--- config.mk ---
export PLATFORM = sky130hd
export DESIGN_NAME = dual_cpu_address_decoder
export DESIGN_NICKNAME = d
export VERILOG_FILES = /design/src/hw/rtl/dcad_pkg.sv /design/src/hw/rtl/dcad_front.sv /design/src/hw/rtl/dcad_queue.sv /design/src/hw/rtl/dcad_back.sv /design/src/hw/rtl/dual_cpu_address_decoder.sv
export VERILOG_INCLUDE_DIRS = /design/src /design/src/hw/rtl
export SDC_FILE = /design/constraint.sdc
export NUM_CORES = 1
export LEC_CHECK = 0
export BUFFER_PORTS_ARGS = -buffer_cell sky130_fd_sc_hd__clkbuf_2
export CAP_MARGIN = 40
export CELL_PAD_IN_SITES_DETAIL_PLACEMENT = 1
export CELL_PAD_IN_SITES_GLOBAL_PLACEMENT = 1
export CORE_MARGIN = 10
export CORE_UTILIZATION = 51
export CTS_CLUSTER_DIAMETER = 80
export DETAILED_ROUTE_END_ITERATION = 8
export GPL_ROUTABILITY_DRIVEN = 0
export PLACE_DENSITY_LB_ADDON = 0.1
export REMOVE_ABC_BUFFERS = 1
export SLEW_MARGIN = 20
export SYNTH_ARGS = -nofsm -noshare
export SYNTH_HDL_FRONTEND = slang
export SYNTH_SLANG_ARGS = --single-unit
--- constraint.sdc ---
create_clock -name clk -period 11.3 [get_ports clk]
set_clock_uncertainty 0.15 [all_clocks]
set_input_delay 1.695 -clock clk [delete_from_list [all_inputs] [get_ports clk]]
set_output_delay 1.695 -clock clk [all_outputs]
set_load 0.01 [all_outputs]
--- src/hw/rtl/dual_cpu_address_decoder_assert.svh ---
// ----------------------------------------------------------------------------
// Dual CPU address decoder assertion macros
// Shared assertion forms, sampled on clk and disabled while rst_n is low.
// ----------------------------------------------------------------------------
`ifndef DUAL_CPU_ADDRESS_DECODER_ASSERT_SVH
`define DUAL_CPU_ADDRESS_DECODER_ASSERT_SVH

// The consequent must hold in the same cycle as the antecedent.
`define DCAD_ASSERT_SAME(label, ante, cons) \
    label: assert property (@(posedge clk) disable iff (!rst_n) (ante) |-> (cons)) \
        else $error("dcad: same-cycle check failed");

// The consequent must hold in the cycle after the antecedent.
`define DCAD_ASSERT_NEXT(label, ante, cons) \
    label: assert property (@(posedge clk) disable iff (!rst_n) (ante) |=> (cons)) \
        else $error("dcad: next-cycle check failed");

`endif

--- src/hw/rtl/dcad_pkg.sv ---
// ----------------------------------------------------------------------------
// Dual CPU address decoder package
// Types, codes and address constants shared by the decoder modules.
// ----------------------------------------------------------------------------
`timescale 1ns / 1ps

package dcad_pkg;

    // Width of the main memory offset.
    localparam int MAIN_ADDR_BITS = 22;
    localparam logic [31:0] MAIN_MASK = 32'((64'd1 << MAIN_ADDR_BITS) - 64'd1);

    // Address map constants.
    localparam logic [31:0] BANK_CTL_ADDR  = 32'h0400_0247;
    localparam logic [31:0] VRAM_LCDC_BASE = 32'h0680_0000;
    localparam logic [31:0] PRIV_BASE      = 32'h0380_0000;
    localparam logic [31:0] MASK_16K       = 32'h0000_3FFF;
    localparam logic [31:0] MASK_32K       = 32'h0000_7FFF;
    localparam logic [31:0] MASK_64K       = 32'h0000_FFFF;
    localparam logic [31:0] UPPER_16K      = 32'h0000_4000;

    // Top address bytes of the regions.
    localparam logic [7:0] REGION_BIOS7 = 8'h00;
    localparam logic [7:0] REGION_MAIN  = 8'h02;
    localparam logic [7:0] REGION_WRAM  = 8'h03;
    localparam logic [7:0] REGION_IO    = 8'h04;
    localparam logic [7:0] REGION_VRAM  = 8'h06;
    localparam logic [7:0] REGION_BIOS9 = 8'hFF;

    // Stream widths.
    localparam int IN_DATA_W  = 72;
    localparam int OUT_DATA_W = 72;

    // Depth of the queue between front and back.
    localparam int Q_DEPTH = 2;
    localparam int Q_PTR_W = (Q_DEPTH > 1) ? $clog2(Q_DEPTH) : 1;
    localparam int Q_CNT_W = $clog2(Q_DEPTH + 1);

    // Configuration port.
    localparam int CFG_ADDR_W = 5;

    typedef enum logic [2:0] {
        REG_ITCM_ENABLE = 3'd0,
        REG_ITCM_LIMIT  = 3'd1,
        REG_DTCM_ENABLE = 3'd2,
        REG_DTCM_BASE   = 3'd3,
        REG_DTCM_LENGTH = 3'd4
    } reg_index_t;

    typedef enum logic [1:0] {
        SIZE_BYTE = 2'd0,
        SIZE_HALF = 2'd1,
        SIZE_WORD = 2'd2
    } size_t;

    typedef enum logic [3:0] {
        TGT_UNMAPPED = 4'd0,
        TGT_MAIN     = 4'd1,
        TGT_SHARED   = 4'd2,
        TGT_PRIVATE  = 4'd3,
        TGT_BIOS7    = 4'd4,
        TGT_BIOS9    = 4'd5,
        TGT_ITCM     = 4'd6,
        TGT_DTCM     = 4'd7,
        TGT_IO       = 4'd8,
        TGT_VRAM     = 4'd9,
        TGT_ZERO     = 4'd10,
        TGT_BANKCTL  = 4'd11
    } target_t;

    // What the back part still has to do with a classified access.
    typedef enum logic [1:0] {
        KIND_DONE    = 2'd0,
        KIND_WRAM7   = 2'd1,
        KIND_WRAM9   = 2'd2,
        KIND_BANKCTL = 2'd3
    } kind_t;

    typedef struct packed {
        logic        itcm_enable;
        logic [31:0] itcm_limit;
        logic        dtcm_enable;
        logic [31:0] dtcm_base;
        logic [31:0] dtcm_length;
    } cfg_t;

    typedef struct packed {
        kind_t       kind;
        target_t     target;
        logic [31:0] offset;
        logic [31:0] aligned;
        logic [1:0]  bank_data;
    } item_t;

endpackage

--- src/hw/rtl/dcad_front.sv ---
// ----------------------------------------------------------------------------
// Dual CPU address decoder front part
// Accepts accesses, aligns them and classifies them by requester and region.
// ----------------------------------------------------------------------------
`timescale 1ns / 1ps

module dcad_front (
    input  logic                             clk,
    input  logic                             rst_n,
    input  dcad_pkg::cfg_t                   cfg,
    input  logic                             s_valid,
    output logic                             s_ready,
    input  logic [dcad_pkg::IN_DATA_W-1:0]   s_data,
    output logic                             item_valid,
    input  logic                             item_ready,
    output dcad_pkg::item_t                  item
);
    import dcad_pkg::*;

    logic        valid_reg;
    logic        valid_next;
    item_t       item_reg;
    item_t       item_next;

    logic        wr;
    logic        second;
    logic [1:0]  size;
    logic [31:0] addr;
    logic [31:0] data;
    logic [31:0] a;
    logic [31:0] dtcm_diff;
    logic        itcm_hit;
    logic        dtcm_hit;

    // Unpack the transfer.
    assign wr     = s_data[0];
    assign second = s_data[1];
    assign size   = s_data[3:2];
    assign addr   = s_data[35:4];
    assign data   = s_data[67:36];

    // Align the address to the access size; size code three acts as a word.
    always_comb
    begin
        case (size)
            SIZE_BYTE: a = addr;
            SIZE_HALF: a = {addr[31:1], 1'b0};
            default:   a = {addr[31:2], 2'b00};
        endcase
    end

    // TCM window tests for the second processor.
    assign dtcm_diff = a - cfg.dtcm_base;
    assign itcm_hit  = cfg.itcm_enable && (a < cfg.itcm_limit);
    assign dtcm_hit  = cfg.dtcm_enable && (a >= cfg.dtcm_base) &&
                       (dtcm_diff < cfg.dtcm_length);

    // Classification into a final target or a bank dependent kind.
    always_comb
    begin
        item_next.kind      = KIND_DONE;
        item_next.target    = TGT_UNMAPPED;
        item_next.offset    = '0;
        item_next.aligned   = a;
        item_next.bank_data = data[1:0];
        if (second)
        begin
            if (itcm_hit)
            begin
                item_next.target = TGT_ITCM;
                item_next.offset = a & MASK_32K;
            end
            else if (dtcm_hit)
            begin
                item_next.target = TGT_DTCM;
                item_next.offset = dtcm_diff & MASK_16K;
            end
            else
            begin
                case (a[31:24])
                    REGION_MAIN:
                    begin
                        item_next.target = TGT_MAIN;
                        item_next.offset = a & MAIN_MASK;
                    end
                    REGION_WRAM:
                    begin
                        item_next.kind = KIND_WRAM9;
                    end
                    REGION_IO:
                    begin
                        item_next.offset = a;
                        if (wr && (size == SIZE_BYTE) && (a == BANK_CTL_ADDR))
                        begin
                            item_next.kind   = KIND_BANKCTL;
                            item_next.target = TGT_BANKCTL;
                        end
                        else
                        begin
                            item_next.target = TGT_IO;
                        end
                    end
                    REGION_VRAM:
                    begin
                        if (a >= VRAM_LCDC_BASE)
                        begin
                            item_next.target = TGT_VRAM;
                            item_next.offset = a;
                        end
                    end
                    REGION_BIOS9:
                    begin
                        if (wr)
                        begin
                            item_next.target = TGT_ZERO;
                        end
                        else
                        begin
                            item_next.target = TGT_BIOS9;
                            item_next.offset = a & MASK_32K;
                        end
                    end
                    default:
                    begin
                        item_next.target = TGT_UNMAPPED;
                    end
                endcase
            end
        end
        else
        begin
            case (a[31:24])
                REGION_BIOS7:
                begin
                    if (wr)
                    begin
                        item_next.target = TGT_ZERO;
                    end
                    else
                    begin
                        item_next.target = TGT_BIOS7;
                        item_next.offset = a & MASK_16K;
                    end
                end
                REGION_MAIN:
                begin
                    item_next.target = TGT_MAIN;
                    item_next.offset = a & MAIN_MASK;
                end
                REGION_WRAM:
                begin
                    if (a >= PRIV_BASE)
                    begin
                        item_next.target = TGT_PRIVATE;
                        item_next.offset = a & MASK_64K;
                    end
                    else
                    begin
                        item_next.kind = KIND_WRAM7;
                    end
                end
                REGION_IO:
                begin
                    item_next.target = TGT_IO;
                    item_next.offset = a;
                end
                default:
                begin
                    item_next.target = TGT_UNMAPPED;
                end
            endcase
        end
    end

    // Stage register: takes a new transfer whenever it is empty or draining.
    assign s_ready    = !valid_reg || item_ready;
    assign valid_next = (s_valid && s_ready) ? 1'b1 :
                        (item_ready ? 1'b0 : valid_reg);

    always_ff @(posedge clk or negedge rst_n)
    begin
        if (!rst_n)
        begin
            valid_reg <= 1'b0;
        end
        else
        begin
            valid_reg <= valid_next;
        end
    end

    always_ff @(posedge clk)
    begin
        if (s_valid && s_ready)
        begin
            item_reg <= item_next;
        end
    end

    assign item_valid = valid_reg;
    assign item       = item_reg;

endmodule

--- src/hw/rtl/dcad_queue.sv ---
// ----------------------------------------------------------------------------
// Dual CPU address decoder queue
// Short first-in first-out buffer between the front and back parts.
// ----------------------------------------------------------------------------
`timescale 1ns / 1ps

`include "dual_cpu_address_decoder_assert.svh"

module dcad_queue (
    input  logic            clk,
    input  logic            rst_n,
    input  logic            in_valid,
    output logic            in_ready,
    input  dcad_pkg::item_t in_item,
    output logic            out_valid,
    input  logic            out_ready,
    output dcad_pkg::item_t out_item
);
    import dcad_pkg::*;

    item_t                mem_reg [Q_DEPTH];
    logic [Q_PTR_W-1:0]   wr_ptr_reg;
    logic [Q_PTR_W-1:0]   wr_ptr_next;
    logic [Q_PTR_W-1:0]   rd_ptr_reg;
    logic [Q_PTR_W-1:0]   rd_ptr_next;
    logic [Q_CNT_W-1:0]   count_reg;
    logic [Q_CNT_W-1:0]   count_next;
    logic                 push;
    logic                 pop;

    assign in_ready  = (count_reg != Q_CNT_W'(Q_DEPTH));
    assign out_valid = (count_reg != '0);
    assign push      = in_valid && in_ready;
    assign pop       = out_valid && out_ready;
    assign out_item  = mem_reg[rd_ptr_reg];

    // Pointer and fill count update.
    always_comb
    begin
        wr_ptr_next = wr_ptr_reg;
        rd_ptr_next = rd_ptr_reg;
        count_next  = count_reg;
        if (push)
        begin
            wr_ptr_next = (wr_ptr_reg == Q_PTR_W'(Q_DEPTH - 1)) ? '0 :
                          wr_ptr_reg + Q_PTR_W'(1);
        end
        if (pop)
        begin
            rd_ptr_next = (rd_ptr_reg == Q_PTR_W'(Q_DEPTH - 1)) ? '0 :
                          rd_ptr_reg + Q_PTR_W'(1);
        end
        if (push && !pop)
        begin
            count_next = count_reg + Q_CNT_W'(1);
        end
        else if (pop && !push)
        begin
            count_next = count_reg - Q_CNT_W'(1);
        end
    end

    always_ff @(posedge clk or negedge rst_n)
    begin
        if (!rst_n)
        begin
            wr_ptr_reg <= '0;
            rd_ptr_reg <= '0;
            count_reg  <= '0;
        end
        else
        begin
            wr_ptr_reg <= wr_ptr_next;
            rd_ptr_reg <= rd_ptr_next;
            count_reg  <= count_next;
        end
    end

    // Storage write.
    always_ff @(posedge clk)
    begin
        if (push)
        begin
            mem_reg[wr_ptr_reg] <= in_item;
        end
    end

    // The fill count never runs past the depth, and pushes without pops raise it.
    `DCAD_ASSERT_SAME(a_count_bound, 1'b1, count_reg <= Q_CNT_W'(Q_DEPTH))
    `DCAD_ASSERT_NEXT(a_count_up, push && !pop, count_reg == $past(count_reg) + Q_CNT_W'(1))

endmodule

--- src/hw/rtl/dcad_back.sv ---
// ----------------------------------------------------------------------------
// Dual CPU address decoder back part
// Holds the bank mode, resolves work RAM accesses and registers the result.
// ----------------------------------------------------------------------------
`timescale 1ns / 1ps

`include "dual_cpu_address_decoder_assert.svh"

module dcad_back (
    input  logic                            clk,
    input  logic                            rst_n,
    input  logic                            item_valid,
    output logic                            item_ready,
    input  dcad_pkg::item_t                 item,
    output logic                            m_valid,
    input  logic                            m_ready,
    output logic [dcad_pkg::OUT_DATA_W-1:0] m_data
);
    import dcad_pkg::*;

    logic        take;
    logic [1:0]  bank_mode_reg;
    logic [1:0]  bank_mode_next;
    logic        m_valid_reg;
    logic        m_valid_next;
    target_t     target_reg;
    target_t     target_next;
    logic [31:0] offset_reg;
    logic [31:0] offset_next;
    logic [31:0] aligned_reg;
    logic [1:0]  mode_out_reg;

    assign item_ready = !m_valid_reg || m_ready;
    assign take       = item_valid && item_ready;

    // Resolve bank dependent accesses and the bank control write.
    always_comb
    begin
        target_next    = item.target;
        offset_next    = item.offset;
        bank_mode_next = bank_mode_reg;
        case (item.kind)
            KIND_WRAM7:
            begin
                case (bank_mode_reg)
                    2'd0:
                    begin
                        target_next = TGT_PRIVATE;
                        offset_next = item.aligned & MASK_64K;
                    end
                    2'd1:
                    begin
                        target_next = TGT_SHARED;
                        offset_next = item.aligned & MASK_16K;
                    end
                    2'd2:
                    begin
                        target_next = TGT_SHARED;
                        offset_next = (item.aligned & MASK_16K) | UPPER_16K;
                    end
                    default:
                    begin
                        target_next = TGT_SHARED;
                        offset_next = item.aligned & MASK_32K;
                    end
                endcase
            end
            KIND_WRAM9:
            begin
                case (bank_mode_reg)
                    2'd0:
                    begin
                        target_next = TGT_SHARED;
                        offset_next = item.aligned & MASK_32K;
                    end
                    2'd1:
                    begin
                        target_next = TGT_SHARED;
                        offset_next = (item.aligned & MASK_16K) | UPPER_16K;
                    end
                    2'd2:
                    begin
                        target_next = TGT_SHARED;
                        offset_next = item.aligned & MASK_16K;
                    end
                    default:
                    begin
                        target_next = TGT_ZERO;
                        offset_next = '0;
                    end
                endcase
            end
            KIND_BANKCTL:
            begin
                bank_mode_next = item.bank_data;
            end
            default:
            begin
                target_next = item.target;
            end
        endcase
    end

    // Control state: bank mode and result valid.
    assign m_valid_next = take ? 1'b1 : (m_ready ? 1'b0 : m_valid_reg);

    always_ff @(posedge clk or negedge rst_n)
    begin
        if (!rst_n)
        begin
            bank_mode_reg <= 2'd0;
            m_valid_reg   <= 1'b0;
        end
        else
        begin
            if (take)
            begin
                bank_mode_reg <= bank_mode_next;
            end
            m_valid_reg <= m_valid_next;
        end
    end

    // Result register.
    always_ff @(posedge clk)
    begin
        if (take)
        begin
            target_reg   <= target_next;
            offset_reg   <= offset_next;
            aligned_reg  <= item.aligned;
            mode_out_reg <= bank_mode_next;
        end
    end

    assign m_valid = m_valid_reg;
    assign m_data  = {2'b00, mode_out_reg, aligned_reg, offset_reg, target_reg};

    // The bank mode moves only on a bank control transfer, and then to its data.
    `DCAD_ASSERT_NEXT(a_mode_hold, !(take && item.kind == KIND_BANKCTL), $stable(bank_mode_reg))
    `DCAD_ASSERT_NEXT(a_mode_load, take && item.kind == KIND_BANKCTL, bank_mode_reg == $past(item.bank_data))

endmodule

--- src/hw/rtl/dual_cpu_address_decoder.sv ---
// ----------------------------------------------------------------------------
// Dual CPU address decoder
// Maps bus accesses of two processors to target memories and local offsets.
// ----------------------------------------------------------------------------
//  Channel  | Ports                          | Contents
//  ---------+--------------------------------+--------------------------------
//  input    | s_axis_tvalid/tready/tdata     | one bus access per transfer
//  output   | m_axis_tvalid/tready/tdata     | one decoded result per access
//  config   | psel/penable/pwrite/paddr/...  | TCM window registers
//
//  An access passes the front stage register, the queue and the result
//  register on its way from input transfer to output. A new access is taken
//  every cycle while the output drains; the only serial dependency is the
//  bank mode, kept in the back part in access order. Reset clears the
//  configuration registers, the bank mode and all valid flags. An output
//  stall fills the result register, queue and front stage before tready drops.
// ----------------------------------------------------------------------------
`timescale 1ns / 1ps

module dual_cpu_address_decoder (
    input  logic                                clk,
    input  logic                                rst_n,
    // Input transfer.
    input  logic                                s_axis_tvalid,
    output logic                                s_axis_tready,
    // tdata: op[0], requester[1], access_size[3:2], address[35:4],
    // write_data[67:36], zero fill[71:68].
    input  logic [dcad_pkg::IN_DATA_W-1:0]      s_axis_tdata,
    // Output transfer.
    output logic                                m_axis_tvalid,
    input  logic                                m_axis_tready,
    // tdata: target[3:0], local_offset[35:4], aligned_address[67:36],
    // bank_mode_now[69:68], zero fill[71:70].
    output logic [dcad_pkg::OUT_DATA_W-1:0]     m_axis_tdata,
    // Configuration port.
    input  logic                                psel,
    input  logic                                penable,
    input  logic                                pwrite,
    input  logic [dcad_pkg::CFG_ADDR_W-1:0]     paddr,
    input  logic [31:0]                         pwdata,
    output logic [31:0]                         prdata,
    output logic                                pready
);
    import dcad_pkg::*;

    cfg_t       cfg_reg;
    logic       cfg_write;
    reg_index_t reg_index;
    logic       fe_valid;
    logic       fe_ready;
    item_t      fe_item;
    logic       q_valid;
    logic       q_ready;
    item_t      q_item;

    // Register file.
    assign pready    = 1'b1;
    assign cfg_write = psel && penable && pwrite && pready;
    assign reg_index = reg_index_t'(paddr[CFG_ADDR_W-1:2]);

    always_ff @(posedge clk or negedge rst_n)
    begin
        if (!rst_n)
        begin
            cfg_reg <= '0;
        end
        else if (cfg_write)
        begin
            case (reg_index)
                REG_ITCM_ENABLE: cfg_reg.itcm_enable <= pwdata[0];
                REG_ITCM_LIMIT:  cfg_reg.itcm_limit  <= pwdata;
                REG_DTCM_ENABLE: cfg_reg.dtcm_enable <= pwdata[0];
                REG_DTCM_BASE:   cfg_reg.dtcm_base   <= pwdata;
                REG_DTCM_LENGTH: cfg_reg.dtcm_length <= pwdata;
                default:         cfg_reg <= cfg_reg;
            endcase
        end
    end

    // Register read back.
    always_comb
    begin
        case (reg_index)
            REG_ITCM_ENABLE: prdata = {31'd0, cfg_reg.itcm_enable};
            REG_ITCM_LIMIT:  prdata = cfg_reg.itcm_limit;
            REG_DTCM_ENABLE: prdata = {31'd0, cfg_reg.dtcm_enable};
            REG_DTCM_BASE:   prdata = cfg_reg.dtcm_base;
            REG_DTCM_LENGTH: prdata = cfg_reg.dtcm_length;
            default:         prdata = '0;
        endcase
    end

    // Front part: alignment and classification.
    dcad_front u_front (
        .clk        (clk),
        .rst_n      (rst_n),
        .cfg        (cfg_reg),
        .s_valid    (s_axis_tvalid),
        .s_ready    (s_axis_tready),
        .s_data     (s_axis_tdata),
        .item_valid (fe_valid),
        .item_ready (fe_ready),
        .item       (fe_item)
    );

    // Queue between the two parts.
    dcad_queue u_queue (
        .clk       (clk),
        .rst_n     (rst_n),
        .in_valid  (fe_valid),
        .in_ready  (fe_ready),
        .in_item   (fe_item),
        .out_valid (q_valid),
        .out_ready (q_ready),
        .out_item  (q_item)
    );

    // Back part: bank mode and result register.
    dcad_back u_back (
        .clk        (clk),
        .rst_n      (rst_n),
        .item_valid (q_valid),
        .item_ready (q_ready),
        .item       (q_item),
        .m_valid    (m_axis_tvalid),
        .m_ready    (m_axis_tready),
        .m_data     (m_axis_tdata)
    );

endmodule

* After elaboration in Yosys (flattened, before gate mapping)
Memory sizes are Yosys's and may differ from the RTL's.
Index checks and enable logic that the tools add are counted.
** Storage, ports and cells
- Register bits after elaboration :: 248
- Bits in writable memories :: 144
- Input port bits :: 116
- Output and inout bits :: 107
- Word-level logic and storage cells :: 119
- Memories :: 1
** Operators by class
- $add $sub $neg :: 5
- Magnitude comparators :: 5
- Equality and inequality tests :: 17
- Multiplexer cells :: 39
- Reduce and logical (&&, ||, !) cells :: 32
** Memory list
- u_queue.mem_reg :: depth 2, bits a word 72, read ports 1, clocked after Yosys merged registers in 0, write ports 1, RTL line dcad_queue.sv:21 : item_t mem_reg [Q_DEPTH];
** Operator list (count)
- $pmux 32 s4 :: 2
- $pmux 32 s5 :: 1
- $mux 36 :: 3
- $lt 32x32->1 :: 2
- $pmux 32 s2 :: 1
- $pmux 16 s3 :: 1
- $pmux 15 s3 :: 1
- $mux 38 :: 1
- $mux 34 :: 1
- $eq 32x27->1 const B :: 1
- $ge 32x26->1 const B :: 1
- $ge 32x27->1 const B :: 1
- $ge 32x32->1 :: 1
- $pmux 4 s4 :: 2
- $sub 32x32->32 :: 1
- $eq 8x2->1 const B :: 2
- $eq 8x3->1 const B :: 2
- $mux 15 :: 1
- $mux 14 :: 1
- $mux 2 :: 7
- $logic_and 1x1->1 :: 12
- $mux 4 :: 3
- $mux 1 :: 11
- $reduce_and 2->1 :: 5
- other kinds (19) :: 34

* Depth between registers and ports, before layout
Gate-level depths: netlist of the first run.
- Depth in word-level cells :: 9
- Depth in mapped cells :: 22
- Gate-level depth less buffers :: 21

* Modules after synthesis
A second synthesis of the first run with hierarchy kept.
** Second synthesis, totals
- Cell total of the unflattened synthesis :: 1347
- Area, all modules :: 19018.2 µm²
** By module, submodules not included
- dcad_front :: instances 1, cells an instance 662, area each 6182.2 µm², sequential area each 2187.1 µm²
- dcad_queue :: instances 1, cells an instance 242, area each 5739.3 µm², sequential area each 4424.2 µm²
- dual_cpu_address_decoder :: instances 1, cells an instance 296, area each 4410.5 µm², sequential area each 2452.4 µm²
- dcad_back :: instances 1, cells an instance 147, area each 2686.3 µm², sequential area each 2177.1 µm²

* Least setup slack after synthesis of the first run
No wires, ideal clock.
- Kind :: input -> register
- From :: input m_axis_tready
- To :: register u_queue.count_reg[1]
- Setup time :: 0.079 ns
- Data arrival time :: 6.216 ns
- Data required time :: 11.071 ns
- Setup slack :: 4.854 ns
- Cell stages on the path :: 7
- Buffers on the path :: 0
- Cell sequence :: inv_1 > a21oi_1 > inv_1 > ha_1 > xor2_1 > nor2_1 > xor2_1
** Between the ends
- Longest elaborated chain between the ends :: 5
- Elaborated cells on any way between the ends :: 7
- Classes of those cells :: 1 x mux; 6 x reduce/logical
** RTL lines
- start: declaration :: RTL line dual_cpu_address_decoder.sv:31 : input logic m_axis_tready,
- $logic_or 1x1->1 (*) :: RTL line dcad_back.sv:33 : assign item_ready = !m_valid_reg || m_ready;
- $logic_and 1x1->1 (*) :: RTL line dcad_queue.sv:34 : assign pop = out_valid && out_ready;
- $logic_not 1->1 :: RTL line dcad_queue.sv:53 : if (push && !pop)
- $logic_and 1x1->1 :: RTL line dcad_queue.sv:53
- $mux 2 / $reduce_bool 2->1 (equally long branches)
- end signal: assignment :: RTL line dcad_queue.sv:75 : count_reg <= count_next;
- end: declaration :: RTL line dcad_queue.sv:26 : logic [Q_CNT_W-1:0] count_reg;
Every way passes the cells marked *; elsewhere a longest branch is shown, timed or not.
A chain may end at the register's enable or synchronous reset.

==> impl_results.md, run 1 <==
* Vias at approximately 12000
* Drt total wl at about 51000 um
* Post-DR vias/cell at 5.66
* CP Max Fanout at 6
* P_leak at 0.00900 uW
* Top Ports at 223
* Core region area at ~0.036 mm2
* Design Area, Final at 0.0213 mm2
* Yosys reg bits at 392
* Worst path cell trace: clkbuf_2 > or3b_1 > ha_1 > fa_1 > nor2b_1 > o21bai_1 > a21oi_2 > o31ai_4 > o21ba_2 > o211ai_1 > a31o_2 > a21oi_1 > xnor2_1 > ha_1 > nand4_1 > nor4_1 > o211ai_1 > o221a_2 > nor3_4 > a22o_4 > and2_1
* Antenna violations before repair at 1
* Initial DRC count at between 600 and 700
* PortBufs at 183
* CP top delay family: compound AO/OA/AOI/OAI gates
* Post-route ant nets at 0
* Initial cell density of the core at about half
* Min-Delay Path Depth at 0
* Clock Sink Count at 392
* Number of cells on the worst reg-to-reg path at 19
* Layout Nets at between 1500 and 2000
* Mapped Cells at ~1500
* Die H at ~210 um
* Die area at ~0.044 mm2
* Crit. path cell count at 21
* Setup slack, reg-to-reg at roughly 5.5 ns
* Final worst setup slack at about 4.4 ns
* CP Capture Type: flip-flop
* H-Tree Level Count at 2
* Setup_tns at 0 ns
* Syn. warnings at 0
* Placed standard-cell area at roughly 0.020 mm2
* Async set-reset flop share out of synthesis at a little over a quarter
* Top achievable clock speed at 144 MHz
* Max FFs per register at between 100 and 150
* Total gr overflow at 0
* Worst slew margin at between 40% and 50%
* Status: complete, no violations
* CP endpoint: u_front.item[50]
* Clock Pin Slew Worst Setup and Hold Paths at approximately 0.06 ns
* Worst-Margin Slew at 0.838 ns
* First-pass GRT wire length at between 70000 and 80000 um
* Total power at between 5000 and 6000 uW
* Buf/Inv on CP at 1
* Num CTS Buffers at 42
* Critical-path top delay cell: nor4_1
* RSZ-0062 raised after global routing: no
* Area leader, netlist: edfxtp_1
* Area share of the largest cell type after synthesis at about 47%
* Root Driver: clkbuf_16
* Worst EP required at 11.57 ns
* Top cells by area, synth: edfxtp_1, dfrtp_1, ha_1
* Routed len/inst at between 20 and 25 um
* # rows at between 60 and 70
* Via count of the first global-routing pass at 13600
* Worst Hold Launch: u_front.item[63]
* Worst skew pair latency at ~0.57 ns
* Largest net degree at the start of global routing at 60
* Cell Pwr Density at 252 mW/mm2
* WS Path Type: in -> reg
* Cts hold-fix bufs at 0
* Startpoint Class: input pin
* Netlist cell types at 73
* Share of cells above drive strength 1 at 18.4%
* VDD IR-drop max at around 0.00024 V
* Max-Cap Viols at 0
* Post-synthesis cell area at about 0.018 mm2
* Post-Place Setup Slack at around 3.8 ns
* Final Hold Fails at 0
* Final setup fails at 0
* Worst hold path type: reg -> reg
* Fill cell count at 3659
* Worst-case clock buffer depth at 3
* CTS tree: yes
* Setup Buffers After CTS at 0
* Die width at 210 um
* Total track usage at approximately 23%
* Worst r2r src: cfg_reg[33]
* Synth Area per Inst at 12.2 um2
* Number of synthesized flops with an enable pin at between 200 and 300
* Delay of the slowest cell on the worst path at roughly 0.60 ns
* Sequential-to-total area share from yosys stat at approximately three fifths
* Final Util at between 50% and 60%
* Reg2Reg Capture Point: u_front.item[50]
* Most used DFF post-synth: edfxtp_1
* CP arrival at 7.20 ns
* DP HPWL at between 30000 and 40000 um
* CTS resizes at 0
* Final slew viol count at 0
* Crit path time final at 6.93 ns
* Tcrit/Tclk final at 61.3%
* Drt drc at 0
* 1st-pass router iterations at 5
* Crit. Startpoint: s_axis_tdata[3]
* Area Overhead vs Synth at 16.1%
==> worst reg2reg max path, delay by kind of cell (launching register included) <==
family	cells	cell delay [ns]
AO/OA/AOI/OAI	9	2.45
XOR/XNOR	1	0.09
adder cells (fa/ha/maj)	2	0.60
buffers and inverters	1	0.08
flip-flops	1	0.40
AND/OR/NAND/NOR	6	1.85
==> cells by family (layout without fill, tap and decap cells) <==
kind of cell	after synthesis	count (layout)	share of synthesized area, %
flip-flops	392	392	61.3
AO/OA/AOI/OAI	338	338	11.7
AND/OR/NAND/NOR	333	333	8.44
buffers and inverters	192	417	4.05
multiplexers	113	113	6.33
adder cells (fa/ha/maj)	99	99	6.79
XOR/XNOR	29	29	1.38
other	2	10	0.0409
==> area by class of cell <==
cell class,instances,area [um2],area share (%)
flip-flops and latches,392,11200,52.8
multi-input cells,921,6440,30.2
repair buffers,203,1160,5.46
clock buffers,54,1140,5.34
well taps,461,577,2.71
inverters,137,514,2.41
clock inverters,23,218,1.02
diodes,1,2.50,0.0118
==> worst min path at each step <==
stage / end / slack, ns
after floorplan: u_queue.mem_reg[0][0] / 0.27
after global placement: u_queue.mem_reg[0][19] / 0.27
after detailed placement: u_queue.mem_reg[0][57] / 0.28
after CTS: u_queue.mem_reg[0][63] / 0.30
after global routing: u_queue.mem_reg[0][26] / 0.31
final: u_queue.mem_reg[0][63] / 0.30
==> power breakdown <==
group	total [uW]	switching [uW]	internal (uW)
sequential	2330	205	2120
clock	1360	576	783
combinational	1690	1060	626
==> metal layers <==
layer	up-vias	wire length (um)	GRT usage, %
met2	254	26000	40.3
met5	-	0	0
met1	6255	21400	28.5
met3	68	2310	3.71
li1	5825	-	-
met4	0	1060	6.80
==> Yosys cell counts, types with 17 or more instances <==
cell type and n:
edfxtp_1 286, inv_1 137, xnor2_1 20, dfrtp_1 106, clkbuf_1 46, a21oi_1 48
mux2i_1 89, nand2_1 157, nor3_1 17, nand4_1 23, nor2_1 61, mux2_2 24
o21ai_0 154, a21o_1 27, ha_1 98, a22o_1 17, o22ai_1 17
==> cell usage in the layout, fill, tap and decap left out, types with 24 or more instances in the layout <==
| cell | count |
|---|---|
| edfxtp_1 | 286 |
| clkbuf_2 | 182 |
| nand2_1 | 157 |
| o21ai_0 | 153 |
| inv_1 | 137 |
| dfrtp_1 | 105 |
| ha_1 | 98 |
| mux2i_1 | 89 |
| nor2_1 | 59 |
| a21oi_1 | 47 |
| clkbuf_16 | 43 |
| a21o_1 | 27 |
| mux2_2 | 24 |
==> per-stage QoR <==
| step | cells | hold WS (ns) |
|---|---|---|
| floorplan | 1450 | 0.271 |
| global placement | 2106 | 0.272 |
| detailed placement | 2112 | 0.283 |
| CTS | 2189 | 0.297 |
| global route | 2192 | 0.306 |
| finish | 2192 | 0.296 |
(Power assumes the default switching activity.)
==> run 2: changes to the inputs <==
Settings changed: CORE_UTILIZATION 51 to 43.
Clock period 11.3 ns to 5.8 ns, I/O delays scaled along.
==> impl_results.md, run 2 (synthesized netlist as in run 1, its figures left out) <==
* Setup Buffers After CTS at 0 (unchanged)
* Vias at 12400 (+0.31%)
* Final Util at 51.5% (-8.4 points)
* # rows at 75 (+8.7%)
* First-pass GRT wire length at 77100 um (-2.2%)
* Via count of the first global-routing pass at 13100 (-3.8%)
* Drt drc at 0 (unchanged)
* CP Max Fanout at 14 (+8)
* Delay of the slowest cell on the worst path at 0.48 ns (-0.12 ns)
* Total track usage at 19.6% (-3.4 points)
* DP HPWL at 37600 um (+4.3%)
* Share of cells above drive strength 1 at 20.1% (+1.7 points)
* Clock Sink Count at 392 (unchanged)
* H-Tree Level Count at 2 (unchanged)
* Initial DRC count at 595 (-11%)
* Worst-case clock buffer depth at 3 (unchanged)
* Largest net degree at the start of global routing at 57 (-5.0%)
* # placed instances at 2225 (+5.4%)
* Max FFs per register at 144 (unchanged)
* Worst r2r src: cfg_reg[32]
* Drt total wl at 50500 um (-0.70%)
* Flop pwr share at 43.2% (about the same)
* Final worst setup slack at 0.331 ns (-4.04 ns)
* Setup_tns at 0 ns (unchanged)
* Die area at 0.0513 mm2 (+17%)
* Final Hold Fails at 0 (unchanged)
* WS Path Type: in -> reg
* Top Ports at 223 (unchanged)
* Most frequent cells in the layout: edfxtp_1, clkbuf_2, nand2_1
* Logic pwr share at 31.4% (about the same)
* Worst path cell trace: clkbuf_2 > or3b_1 > ha_1 > fa_1 > nor2b_1 > o21bai_1 > a21oi_2 > o31ai_4 > o21ba_2 > buf_4 > o21ai_0 > xnor2_1 > ha_1 > a21o_1 > a21o_1 > a21oi_1 > o21ai_0 > a211oi_1 > o221ai_2 > a21oi_2 > o21ai_4 > a22o_1
* Total gr overflow at 0 (unchanged)
* Cell-internal power at 6880 uW (+95%)
* CP arrival at 5.64 ns (-1.56 ns)
* Worst slew margin at 45.5% (+1.3 points)
* Post-DR vias/cell at 5.39 (-4.8%)
* Final setup fails at 0 (unchanged)
* Initial cell density of the core at 43.6% (-7.9 points)
* WHS at 0.199 ns (-0.0971 ns)
* Worst-Margin Slew at 0.818 ns (-0.0195 ns)
* CTS tree: yes
* Post-route ant nets at 0 (unchanged)
* Top achievable clock speed at roughly 180 MHz
* Antenna violations before repair at 1 (unchanged)
* Switching part of the total power at 33.9% (-0.36 points)
* Crit. Startpoint: s_axis_tdata[3]
* Core region area at 0.0420 mm2 (+18%)
* Area Overhead vs Synth at 18.0%
* Post-route insts no fill at 2309 (+5.3%)
* P_leak at 0.00919 uW (+2.1%)
* Clock share of power at 25.4% (about the same)
* Worst EP required at 5.97 ns (-5.60 ns)
* Root Driver: clkbuf_16
* Worst skew pair latency at 0.59 ns (+0.02 ns)
* Post-Place Setup Slack at -0.217 ns (-3.98 ns)
* Num CTS Buffers at 43 (+2.4%)
* Cell Pwr Density at 481 mW/mm2 (+91%)
* Status: complete, no violations
* Critical-path top delay cell: or3b_1
* VDD IR-drop max at 0.000263 V (+7.7%)
* RSZ-0062 raised after global routing: no
* Tcrit/Tclk final at between 90% and 100%
* CP Capture Type: flip-flop
* 1st-pass router iterations at 5 (unchanged)
* Commonest non-fill, non-tap cell in the layout: edfxtp_1
* Psw at 3540 uW (+92%)
* Clock Pin Slew Worst Setup and Hold Paths at 0.06 ns (about the same)
* Worst hold path type: in -> async
* Max-Cap Viols at 0 (unchanged)
* Crit path time final at ~5.5 ns
* Startpoint Class: input pin
* Cts hold-fix bufs at 0 (unchanged)
* Routed len/inst at 21.9 um (-5.7%)
* Die H at 227 um (+8.1%)
* Die width at 227 um (+8.1%)
* Layout Nets at 1949 (+1.9%)
* Final slew viol count at 0 (unchanged)
* PortBufs at 183 (unchanged)
## run 2: cell types whose count changed in the layout (fill, tap and decap cells not counted), sizes merged
cell      delta
buf         +36
bufinv       -1
clkbuf       +2
clkinv       +1
clkinvlp     -3
inv          +4
## run 2: through the flow
stage | total power (uW) | cell area [um2]
floorplan | 6570 | 18100
global placement | 7700 | 20200
detailed placement | 7880 | 20200
CTS | 10600 | 21600
global route | 11100 | 21700
finish | 10400 | 21700
## run 2: routing by layer
metal	vias to the layer above	global-route usage (%)	part of all wire (%)
li1	5895	-	-
met1	6206	25.7	45
met2	266	32.6	48
met3	74	3.44	4.7
met4	0	5.86	2.2
met5	-	0	0
## run 2: worst paths after layout
kind	end	slack (ns)	cells past startpoint
worst max-delay path	u_front.item[39]	0.33	22
worst min-delay path	cfg_reg[60]	0.20	1
worst max register to register	u_front.item[39]	0.79	20
worst min register to register	u_queue.mem_reg[0][59]	0.29	0
max in group asynchronous	cfg_reg[77]	4.35	3
min in group clk	u_queue.mem_reg[0][59]	0.29	0
## run 2: layout make-up
class                      count  area (um2)
sequential                   392       11200
fill                        4395       20400
inverter                     137         514
tap                          539         674
multi-input combinational    921        6440
timing repair buffer         239        1410
clock buffer                  56        1160
clock inverter                24         201
antenna                        1        2.50
## run 2: repair_timing
action / CTS / global route
gates resized for setup: 0 / 1
endpoints found under the hold margin: 0 / 0
setup endpoints to repair: 0 / 16
## run 2: worst max-delay path, delay by kind of cell
kind | cells | cell delay [ns]
AO/OA/AOI/OAI | 14 | 2.89
adder cells (fa/ha/maj) | 3 | 0.86
AND/OR/NAND/NOR | 2 | 0.66
buffers and inverters | 2 | 0.24
XOR/XNOR | 1 | 0.10
## run 2: power groups by stage
stage	combinational [uW]	clock [uW]	sequential (uW)
floorplan	1890	0	4680
global placement	3200	0	4500
detailed placement	3320	0	4560
CTS	3340	2710	4510
global route	3660	2830	4590
finish	3270	2650	4500
